**src/design/tavm_pkg.sv**
```systemverilog
package tavm_pkg;

  localparam int unsigned SampleWidth = 16;
  localparam int unsigned FracBits = 8;
  localparam int unsigned MagWidth = 24;

  // Widths of the arithmetic path, derived from the sample width and FracBits.
  localparam int unsigned SquareWidth = 2 * SampleWidth - 1;
  localparam int unsigned SumWidth = 2 * SampleWidth;
  localparam int unsigned RadWidth = SumWidth + 2 * FracBits;
  localparam int unsigned RootWidth = RadWidth / 2;
  localparam int unsigned RemWidth = RootWidth + 2;

  localparam int unsigned SqrtBitsPerStage = 2;
  localparam int unsigned SqrtStages = RootWidth / SqrtBitsPerStage;

  localparam int unsigned CfgIndexWidth = 2;
  localparam logic DoneBit = 1'b1;

  typedef enum logic [CfgIndexWidth-1:0] {
    CfgIntOneEnable = 2'd0,
    CfgIntTwoEnable = 2'd1
  } cfg_reg_e;

  typedef struct packed {
    logic signed [SampleWidth-1:0] axis_x;
    logic signed [SampleWidth-1:0] axis_y;
    logic signed [SampleWidth-1:0] axis_z;
  } in_item_t;

  typedef struct packed {
    logic signed [SampleWidth-1:0] out_x;
    logic signed [SampleWidth-1:0] out_y;
    logic signed [SampleWidth-1:0] out_z;
    logic [MagWidth-1:0]           magnitude;
    logic                          done_flag;
    logic                          irq_one;
    logic                          irq_two;
  } out_item_t;

  typedef struct packed {
    logic [RemWidth-1:0]  rem;
    logic [RootWidth-1:0] root;
    logic [RadWidth-1:0]  rad;
  } sqrt_work_t;

endpackage

```
**src/design/tavm_square.sv**
```systemverilog
module tavm_square (
  input  logic                                 clk_i,
  input  logic                                 rst_ni,
  input  logic                                 en_i,
  input  logic                                 valid_i,
  input  tavm_pkg::in_item_t                   item_i,
  output logic                                 valid_o,
  output tavm_pkg::in_item_t                   item_o,
  output logic [tavm_pkg::SumWidth-1:0]        sum_o
);

  localparam int unsigned Sw = tavm_pkg::SampleWidth;

  logic [Sw-1:0] abs_x, abs_y, abs_z;
  logic [2*Sw-1:0] prod_x, prod_y, prod_z;
  logic [tavm_pkg::SquareWidth-1:0] sq_x_q, sq_y_q, sq_z_q;
  logic valid_a_q, valid_b_q;
  tavm_pkg::in_item_t item_a_q, item_b_q;
  logic [tavm_pkg::SumWidth-1:0] sum_d, sum_q;

  function automatic logic [Sw-1:0] abs_val(input logic [Sw-1:0] v);
    logic [Sw:0] neg;
    neg = -{v[Sw-1], v};
    return v[Sw-1] ? neg[Sw-1:0] : v;
  endfunction

  assign abs_x = abs_val(item_i.axis_x);
  assign abs_y = abs_val(item_i.axis_y);
  assign abs_z = abs_val(item_i.axis_z);

  assign prod_x = abs_x * abs_x;
  assign prod_y = abs_y * abs_y;
  assign prod_z = abs_z * abs_z;

  assign sum_d = tavm_pkg::SumWidth'(sq_x_q) + tavm_pkg::SumWidth'(sq_y_q)
               + tavm_pkg::SumWidth'(sq_z_q);

  always_ff @(posedge clk_i or negedge rst_ni) begin
    if (!rst_ni) begin
      valid_a_q <= 1'b0;
      valid_b_q <= 1'b0;
    end else if (en_i) begin
      valid_a_q <= valid_i;
      valid_b_q <= valid_a_q;
    end
  end

  always_ff @(posedge clk_i) begin
    if (en_i) begin
      sq_x_q   <= prod_x[tavm_pkg::SquareWidth-1:0];
      sq_y_q   <= prod_y[tavm_pkg::SquareWidth-1:0];
      sq_z_q   <= prod_z[tavm_pkg::SquareWidth-1:0];
      item_a_q <= item_i;
      sum_q    <= sum_d;
      item_b_q <= item_a_q;
    end
  end

  assign valid_o = valid_b_q;
  assign item_o  = item_b_q;
  assign sum_o   = sum_q;

endmodule

```
**src/design/tavm_sqrt_stage.sv**
```systemverilog
module tavm_sqrt_stage (
  input  logic                 clk_i,
  input  logic                 rst_ni,
  input  logic                 en_i,
  input  logic                 valid_i,
  input  tavm_pkg::in_item_t   item_i,
  input  tavm_pkg::sqrt_work_t work_i,
  output logic                 valid_o,
  output tavm_pkg::in_item_t   item_o,
  output tavm_pkg::sqrt_work_t work_o
);

  localparam int unsigned RemW = tavm_pkg::RemWidth;
  localparam int unsigned RootW = tavm_pkg::RootWidth;
  localparam int unsigned RadW = tavm_pkg::RadWidth;

  logic [RemW+1:0] shifted, trial, diff;
  tavm_pkg::sqrt_work_t work_d, work_q;
  tavm_pkg::in_item_t item_q;
  logic valid_q;

  // Restoring square root, two radicand bits per result bit.
  always_comb begin
    work_d  = work_i;
    shifted = '0;
    trial   = '0;
    diff    = '0;
    for (int i = 0; i < tavm_pkg::SqrtBitsPerStage; i++) begin
      shifted = {work_d.rem, work_d.rad[RadW-1 -: 2]};
      trial   = {2'b00, work_d.root, 2'b01};
      diff    = shifted - trial;
      if (shifted >= trial) begin
        work_d.rem  = diff[RemW-1:0];
        work_d.root = {work_d.root[RootW-2:0], 1'b1};
      end else begin
        work_d.rem  = shifted[RemW-1:0];
        work_d.root = {work_d.root[RootW-2:0], 1'b0};
      end
      work_d.rad = {work_d.rad[RadW-3:0], 2'b00};
    end
  end

  always_ff @(posedge clk_i or negedge rst_ni) begin
    if (!rst_ni) begin
      valid_q <= 1'b0;
    end else if (en_i) begin
      valid_q <= valid_i;
    end
  end

  always_ff @(posedge clk_i) begin
    if (en_i) begin
      work_q <= work_d;
      item_q <= item_i;
    end
  end

  assign valid_o = valid_q;
  assign item_o  = item_q;
  assign work_o  = work_q;

endmodule

```
**src/design/tavm_skid.sv**
```systemverilog
module tavm_skid (
  input  logic                clk_i,
  input  logic                rst_ni,
  input  logic                valid_i,
  output logic                ready_o,
  input  tavm_pkg::out_item_t item_i,
  output logic                valid_o,
  input  logic                ready_i,
  output tavm_pkg::out_item_t item_o
);

  logic out_valid_q, skid_valid_q;
  tavm_pkg::out_item_t out_q, skid_q;
  logic take, out_free;

  assign ready_o  = !skid_valid_q;
  assign take     = valid_i && !skid_valid_q;
  assign out_free = !out_valid_q || ready_i;

  always_ff @(posedge clk_i or negedge rst_ni) begin
    if (!rst_ni) begin
      out_valid_q  <= 1'b0;
      skid_valid_q <= 1'b0;
    end else if (out_free) begin
      // The held item goes first; while it is held no new item is taken.
      out_valid_q  <= skid_valid_q || take;
      skid_valid_q <= 1'b0;
    end else if (take) begin
      skid_valid_q <= 1'b1;
    end
  end

  always_ff @(posedge clk_i) begin
    if (out_free) begin
      out_q <= skid_valid_q ? skid_q : item_i;
    end else if (take) begin
      skid_q <= item_i;
    end
  end

  assign valid_o = out_valid_q;
  assign item_o  = out_q;

endmodule

```
**src/design/three_axis_vector_magnitude.sv**
```systemverilog
// Pipeline: two register stages for abs/square/sum, twelve square root
// stages at two bits a stage, and one output register.
// Throughput: one item per cycle; input stalls only when two results wait.
// Reset is asynchronous, active low; it empties the pipeline and clears both
// interrupt enables.
module three_axis_vector_magnitude (
  input  logic                                clk_i,
  input  logic                                rst_ni,
  input  logic                                in_valid_i,
  output logic                                in_ready_o,
  input  tavm_pkg::in_item_t                  in_item_i,
  output logic                                out_valid_o,
  input  logic                                out_ready_i,
  output tavm_pkg::out_item_t                 out_item_o,
  input  logic                                cfg_valid_i,
  output logic                                cfg_ready_o,
  input  logic [tavm_pkg::CfgIndexWidth-1:0]  cfg_index_i,
  input  logic                                cfg_data_i
);

  localparam int unsigned Stages = tavm_pkg::SqrtStages;

  logic en;
  logic int_one_enable_q, int_two_enable_q;
  logic sq_valid;
  tavm_pkg::in_item_t sq_item;
  logic [tavm_pkg::SumWidth-1:0] sq_sum;

  logic                 st_valid [Stages+1];
  tavm_pkg::in_item_t   st_item  [Stages+1];
  tavm_pkg::sqrt_work_t st_work  [Stages+1];

  tavm_pkg::out_item_t result;

  assign cfg_ready_o = 1'b1;

  always_ff @(posedge clk_i or negedge rst_ni) begin
    if (!rst_ni) begin
      int_one_enable_q <= 1'b0;
      int_two_enable_q <= 1'b0;
    end else if (cfg_valid_i) begin
      unique case (cfg_index_i)
        tavm_pkg::CfgIntOneEnable: int_one_enable_q <= cfg_data_i;
        tavm_pkg::CfgIntTwoEnable: int_two_enable_q <= cfg_data_i;
        default: ;
      endcase
    end
  end

  assign in_ready_o = en;

  tavm_square u_square (
    .clk_i   (clk_i),
    .rst_ni  (rst_ni),
    .en_i    (en),
    .valid_i (in_valid_i),
    .item_i  (in_item_i),
    .valid_o (sq_valid),
    .item_o  (sq_item),
    .sum_o   (sq_sum)
  );

  assign st_valid[0]     = sq_valid;
  assign st_item[0]      = sq_item;
  assign st_work[0].rem  = '0;
  assign st_work[0].root = '0;
  assign st_work[0].rad  = tavm_pkg::RadWidth'(sq_sum) << (2 * tavm_pkg::FracBits);

  for (genvar g = 0; g < Stages; g++) begin : g_sqrt
    tavm_sqrt_stage u_stage (
      .clk_i   (clk_i),
      .rst_ni  (rst_ni),
      .en_i    (en),
      .valid_i (st_valid[g]),
      .item_i  (st_item[g]),
      .work_i  (st_work[g]),
      .valid_o (st_valid[g+1]),
      .item_o  (st_item[g+1]),
      .work_o  (st_work[g+1])
    );
  end

  always_comb begin
    result.out_x     = st_item[Stages].axis_x;
    result.out_y     = st_item[Stages].axis_y;
    result.out_z     = st_item[Stages].axis_z;
    result.magnitude = st_work[Stages].root[tavm_pkg::MagWidth-1:0];
    result.done_flag = tavm_pkg::DoneBit;
    result.irq_one   = tavm_pkg::DoneBit & int_one_enable_q;
    result.irq_two   = tavm_pkg::DoneBit & int_two_enable_q;
  end

  tavm_skid u_skid (
    .clk_i   (clk_i),
    .rst_ni  (rst_ni),
    .valid_i (st_valid[Stages]),
    .ready_o (en),
    .item_i  (result),
    .valid_o (out_valid_o),
    .ready_i (out_ready_i),
    .item_o  (out_item_o)
  );

endmodule

```
**config.mk**
```make
export PLATFORM = sky130hd
export DESIGN_NAME = three_axis_vector_magnitude
export DESIGN_NICKNAME = d
export VERILOG_FILES = /design/src/design/tavm_pkg.sv /design/src/design/tavm_square.sv /design/src/design/tavm_sqrt_stage.sv /design/src/design/tavm_skid.sv /design/src/design/three_axis_vector_magnitude.sv
export SDC_FILE = /design/constraint.sdc
export NUM_CORES = 2
export LEC_CHECK = 0
export BUFFER_PORTS_ARGS = -buffer_cell sky130_fd_sc_hd__buf_2
export CAP_MARGIN = 20
export CORE_MARGIN = 4
export CORE_UTILIZATION = 40
export CTS_BUF_LIST = sky130_fd_sc_hd__clkbuf_4 sky130_fd_sc_hd__clkbuf_8 sky130_fd_sc_hd__clkbuf_16
export CTS_CLUSTER_SIZE = 10
export DETAILED_ROUTE_END_ITERATION = 7
export SLEW_MARGIN = 20
export SYNTH_ARGS = -nofsm -noshare
export SYNTH_HDL_FRONTEND = slang
export SYNTH_SLANG_ARGS = --single-unit
export TNS_END_PERCENT = 100
```
**constraint.sdc**
```tcl
create_clock -name clk_i -period 32.5 [get_ports clk_i]
set_clock_uncertainty 0.1 [all_clocks]
set_input_delay 6.5 -clock clk_i [delete_from_list [all_inputs] [get_ports clk_i]]
set_output_delay 6.5 -clock clk_i [all_outputs]
set_load 0.005 [all_outputs]
```
After elaboration in Yosys (flattened, before gate mapping)
Cells that the tools add are included.
{"block": "totals", "regBits": 1649, "output_inout_bits": 78, "in_bits": 56, "wordCells": 206}
{"block": "classes", "eq_ne": 1, "add_sub_neg": 28, "n_lt_le_gt_ge": 24, "reduce_logical": 10, "n_mul": 3, "n_mux": 30, "n_bitwise": 1}
{"operator": "$mux 50", "n": 23}
{"operator": "$ge 28x26->1", "n": 23}
{"operator": "$sub 26x26->26", "n": 22}
{"operator": "$mul 16x16->31", "n": 3}
{"operator": "$mux 75", "n": 1}
{"operator": "$mux 16", "n": 3}
{"operator": "$neg 16->16", "n": 3}
{"operator": "$add 31x31->32", "n": 1}
{"operator": "$add 32x31->32", "n": 1}
{"operator": "$reduce_and 2->1", "n": 3}
{"operator": "$mux 1", "n": 3}
{"operator": "$sub 2x1->3 const B", "n": 1}
{"operator": "$eq 2x1->1 const B", "n": 1}
{"operator": "$ge 2x1->1 const B", "n": 1}
{"operator": "$logic_not 1->1", "n": 2}
{"operator": "$logic_not 2->1", "n": 1}
{"operator": "$logic_or 1x1->1", "n": 2}
{"operator": "$reduce_bool 2->1", "n": 1}
{"operator": "$logic_and 1x1->1", "n": 1}
{"operator": "$not 1->1", "n": 1}

Logic depth before layout (Yosys ltp)
{"block": "depth", "ltp_word": 4, "depth_mapped": 35, "mapped_depth_nobuf": 34}

Hierarchy
From an unflattened synthesis, not the netlist that was laid out.
{"block": "hier_totals", "hier_cells": 11526, "hier_area_um2": 133697.0}
{"mod": "tavm_sqrt_stage", "seq_area_each_um2": 4289.1, "n_inst": 12, "area_each_um2": 8121.5, "cells_each": 690}
{"mod": "tavm_square", "seq_area_each_um2": 6506.2, "n_inst": 1, "area_each_um2": 30574.3, "cells_each": 2995}
{"mod": "tavm_skid", "seq_area_each_um2": 4554.4, "n_inst": 1, "area_each_um2": 5561.6, "cells_each": 242}
{"mod": "three_axis_vector_magnitude", "seq_area_each_um2": 50.0, "n_inst": 1, "area_each_um2": 102.6, "cells_each": 9}

Worst setup path after synthesis
No wires, ideal clock.
{"block": "synth_path", "path_type": "register to output", "from": "reg u_skid.skid_valid_q", "to": "out in_ready_o", "stages_incl_launch_ff": 4, "path_buffers": 2, "setup_slack_ps": -291, "arrival_ps": 26191, "t_required_ps": 25900, "path_cell_list": "dfrtp_1 -> clkbuf_1 -> clkbuf_1 -> inv_1"}
{"block": "synth_between", "elab_chain_cells": 1}
{"item": "start, declared", "line": "tavm_skid.sv:12", "source": "logic out_valid_q, skid_valid_q;"}
{"item": "start signal, assigned", "line": "tavm_skid.sv:23", "source": "skid_valid_q <= 1'b0;"}
{"item": "start signal, assigned", "line": "tavm_skid.sv:27", "source": "skid_valid_q <= 1'b0;"}
{"item": "start signal, assigned", "line": "tavm_skid.sv:29", "source": "skid_valid_q <= 1'b1;"}
{"item": "$logic_not 1->1", "line": "tavm_skid.sv:16", "source": "assign ready_o = !skid_valid_q;"}
{"item": "end, declared", "line": "three_axis_vector_magnitude.sv:10", "source": "output logic in_ready_o,"}
Every way passes these cells.

Worst setup path in the final report
{"block": "layout_path", "from": "in in_item_i[0] (netlist bit)", "to": "reg u_square.sq_z_q[29] (netlist bit), data pin"}
{"block": "layout_between", "elab_chain_cells": 3}
{"item": "start, declared", "line": "three_axis_vector_magnitude.sv:11", "source": "input tavm_pkg::in_item_t in_item_i,"}
{"item": "$neg 16->16", "line": "tavm_square.sv:23", "source": "neg = -{v[Sw-1], v};"}
{"item": "$mux 16 *", "line": "tavm_square.sv:24", "source": "return v[Sw-1] ? neg[Sw-1:0] : v;"}
{"item": "$mul 16x16->31 *", "line": "tavm_square.sv:33", "source": "assign prod_z = abs_z * abs_z;"}
{"item": "net u_square.prod_z[29]", "line": "tavm_square.sv:15", "source": "logic [2*Sw-1:0] prod_x, prod_y, prod_z;"}
{"item": "end signal, assigned", "line": "tavm_square.sv:52", "source": "sq_z_q <= prod_z[tavm_pkg::SquareWidth-1:0];"}
{"item": "end, declared", "line": "tavm_square.sv:16", "source": "logic [tavm_pkg::SquareWidth-1:0] sq_x_q, sq_y_q, sq_z_q;"}
The timed path passes the listed nets; every way through them passes the cells marked *.
A chain may end at the register's enable or synchronous reset.

==> results.json <==
{
  "overflow": 0,
  "setup_tns_ns": 0,
  "via_per_inst": 5.14,
  "synth-simple-area-share": 0.0987,
  "fmax_ghz": 0.0640,
  "syn_area_per_cell_um2": 11.9,
  "worst_pin_slew_ns": 0.997,
  "yosysUniqueCellTypes": 102,
  "fillers": 20800,
  "cts_hold_buffers": 0,
  "critPathKind": "input port to flop",
  "grt_use_met1": 0.228,
  "insertion_delay_ns": 0.86,
  "first_iter_violations": 3661,
  "clkTransAtPathRegs_ns": 0.05,
  "synth_seq_area_share": 0.489,
  "holdCritPathClass": "flop to flop",
  "start_util": 0.402,
  "cts_inserted_buffers": 180,
  "drc": 0,
  "antenna_found_initial": 6,
  "cap_viol_max_count": 0,
  "cp_max_fo": 17,
  "die_w_um": 486,
  "synth_top_area_share": 0.485,
  "avgRoutedWirePerCell_um": 18.0,
  "worst-endpoint-required_ns": 32.96,
  "synth_compound_area_frac": 0.0900,
  "synth_commonest_cells": "1,473 x edfxtp_1, 1,000 x inv_1, 616 x ha_1",
  "rows": 175,
  "endpoint_kind": "flop",
  "ff2ff_setup_slack_ns": 24.96,
  "grt_pass1_wl_mm": 318,
  "core-area_um2": 227000,
  "yosys.area.top_type": "edfxtp_1",
  "clock-sinks": 1491,
  "io_pins": 134,
  "busiest_layer": "met2",
  "rsz0062_at_grt": "false",
  "fin_nets": 9136,
  "outcome": "finished, final reports clean",
  "wl_mm": 199,
  "drt_first_pass_iters": 6,
  "slew_viol_final": 0,
  "gr-usage-met3": 0.0244,
  "die_h_um": 486,
  "final_antenna_net_count": 0,
  "critical_path.slowest_cell": "xor2_1",
  "hold_viol_final": 0,
  "final_util": 0.447,
  "muxShareOfSynthArea": 0.0204,
  "synth_fa_ha_area_frac": 0.201,
  "period_minus_slack_ns": 15.63,
  "drive_gt1_frac": 0.0881,
  "crit_top_cell": "fa_1",
  "cts_max_level": 4,
  "io_buffers": 131,
  "vias": 56700,
  "setup_viol": 0,
  "cts_resized": 0,
  "clockBufferDepth": 3,
  "groute.usage.overall": 0.169,
  "syn_area_um2": 91300,
  "worst_setup_path_start_kind": "input port",
  "die-area_um2": 236000,
  "synth.most_common_cell": "edfxtp_1",
  "synth_top_family_by_area": "adder cells",
  "synth_edf_count": 1473,
  "synthFlopType": "edfxtp_1",
  "worstPathArrival_ns": 16.09,
  "yosys-top-cells-area": "edfxtp_1 48%, fa_1 12%, ha_1 8.4%",
  "synth_cells": 7641,
  "met2_usage": 0.286,
  "cts.repair_timing.setup_buffer_count": 0,
  "yosysWarnings": 0,
  "max_stage_delay_ns": 0.69,
  "async_flop_share": 0.0121,
  "grt_max_degree": 165,
  "ys_ff_latch": 1491,
  "min_period_over_period": 0.481,
  "finalWeightedCongestion": 0.884,
  "place_hpwl_mm": 153,
  "cts_root_buffer": "clkbuf_16",
  "grt_pass1_vias": 57600,
  "cts_tree": "yes",
  "syn2layout_area_growth_pct": 11.3,
  "synth-xor-area-share": 0.0527,
  "relSlewSlack": 0.332
}
==> through the flow <==
stage / setup slack, ns / instances / hold slack [ns] / area [µm²]
2_1_floorplan: 10.51 / 7679 / 0.300 / 91400
3_3_place_gp: 16.00 / 10800 / 0.300 / 95900
3_5_place_dp: 16.04 / 10800 / 0.305 / 95900
4_1_cts: 16.92 / 11000 / 0.274 / 102000
5_1_grt: 16.26 / 11000 / 0.280 / 102000
6_report: 16.87 / 11000 / 0.276 / 102000
==> sequential cells by signal (all words and copies together), names as in the netlist, 32 cells and up <==
name / flops
g_sqrt.u_stage.item_o: 576
g_sqrt.u_stage.work_o: 534
u_skid.item_o: 74
u_skid.skid_q: 74
u_square.item_a_q: 48
u_square.item_o: 48
u_square.sum_o: 32
==> layout by cell type (no fill, tap or decap), types with 55 or more instances in the layout <==
cell | Yosys | layout
ha_1 | 616 | 616
fa_1 | 531 | 531
o21a_1 | 71 | 71
nand3_1 | 115 | 115
nand2_1 | 546 | 546
nor3_1 | 123 | 123
a21o_1 | 147 | 147
xor2_1 | 183 | 183
a21oi_1 | 391 | 391
nand2b_1 | 72 | 71
or3_1 | 60 | 60
o21ai_0 | 258 | 257
clkbuf_16 | 0 | 181
nor2b_1 | 55 | 55
buf_2 | 19 | 131
buf_4 | 3 | 69
xnor2_1 | 366 | 363
inv_1 | 1000 | 999
mux2_2 | 149 | 149
nor2_1 | 547 | 546
edfxtp_1 | 1473 | 1473
==> layout make-up <==
type	instances	area (µm²)	share of cell area
multi-input combinational	5036	42400	0.418
clock inverter	46	743	0.00732
clock buffer	225	4870	0.0479
timing repair buffer	202	1210	0.0119
tap	3009	3760	0.0371
antenna	4	10.0	0.0000986
sequential	1491	44700	0.440
inverter	1022	3840	0.0378
==> logic make-up (layout without fill, tap and decap cells) <==
family	count (synthesis)	count (layout)
xor gates and xnor gates	549	549
other	2	44
and+or+nand+nor	1864	1864
DFF	1491	1491
buffers and inverters	1152	1495
muxes	166	166
AOI/OAI and AO/OA	1270	1270
adders and majority gates	1147	1147
==> per-layer routing <==
| layer | share of wire | wire, µm |
|---|---|---|
| met1 | 0.45 | 89700 |
| met2 | 0.49 | 97000 |
| met3 | 0.041 | 8080 |
| met4 | 0.021 | 4240 |
| met5 | 0 | 0 |
==> critical path: cells and delay by family <==
kind | cells | cell delay, ns
adders and majority gates | 8 | 3.50
AOI/OAI and AO/OA | 8 | 2.23
and+or+nand+nor | 8 | 1.71
xor gates and xnor gates | 2 | 0.75
buffers and inverters | 6 | 1.39
==> final timing paths <==
path | from | endpoint | depth (start not counted)
min in group asynchronous | rst_ni | g_sqrt[10].u_stage.valid_o | 1
worst min-delay path | g_sqrt[0].u_stage.work_o[22] | g_sqrt[1].u_stage.work_o[26] | 0
worst min register to register | g_sqrt[0].u_stage.work_o[22] | g_sqrt[1].u_stage.work_o[26] | 0
worst max-delay path | in_item_i[0] | u_square.sq_z_q[29] | 32
worst max register to register | g_sqrt[8].u_stage.work_o[48] | g_sqrt[9].u_stage.work_o[91] | 28
max in group asynchronous | rst_ni | u_skid.skid_valid_q | 1
Power is not shown: default switching activity piles up to over one toggle a cycle in this logic, so the estimate is an artifact.
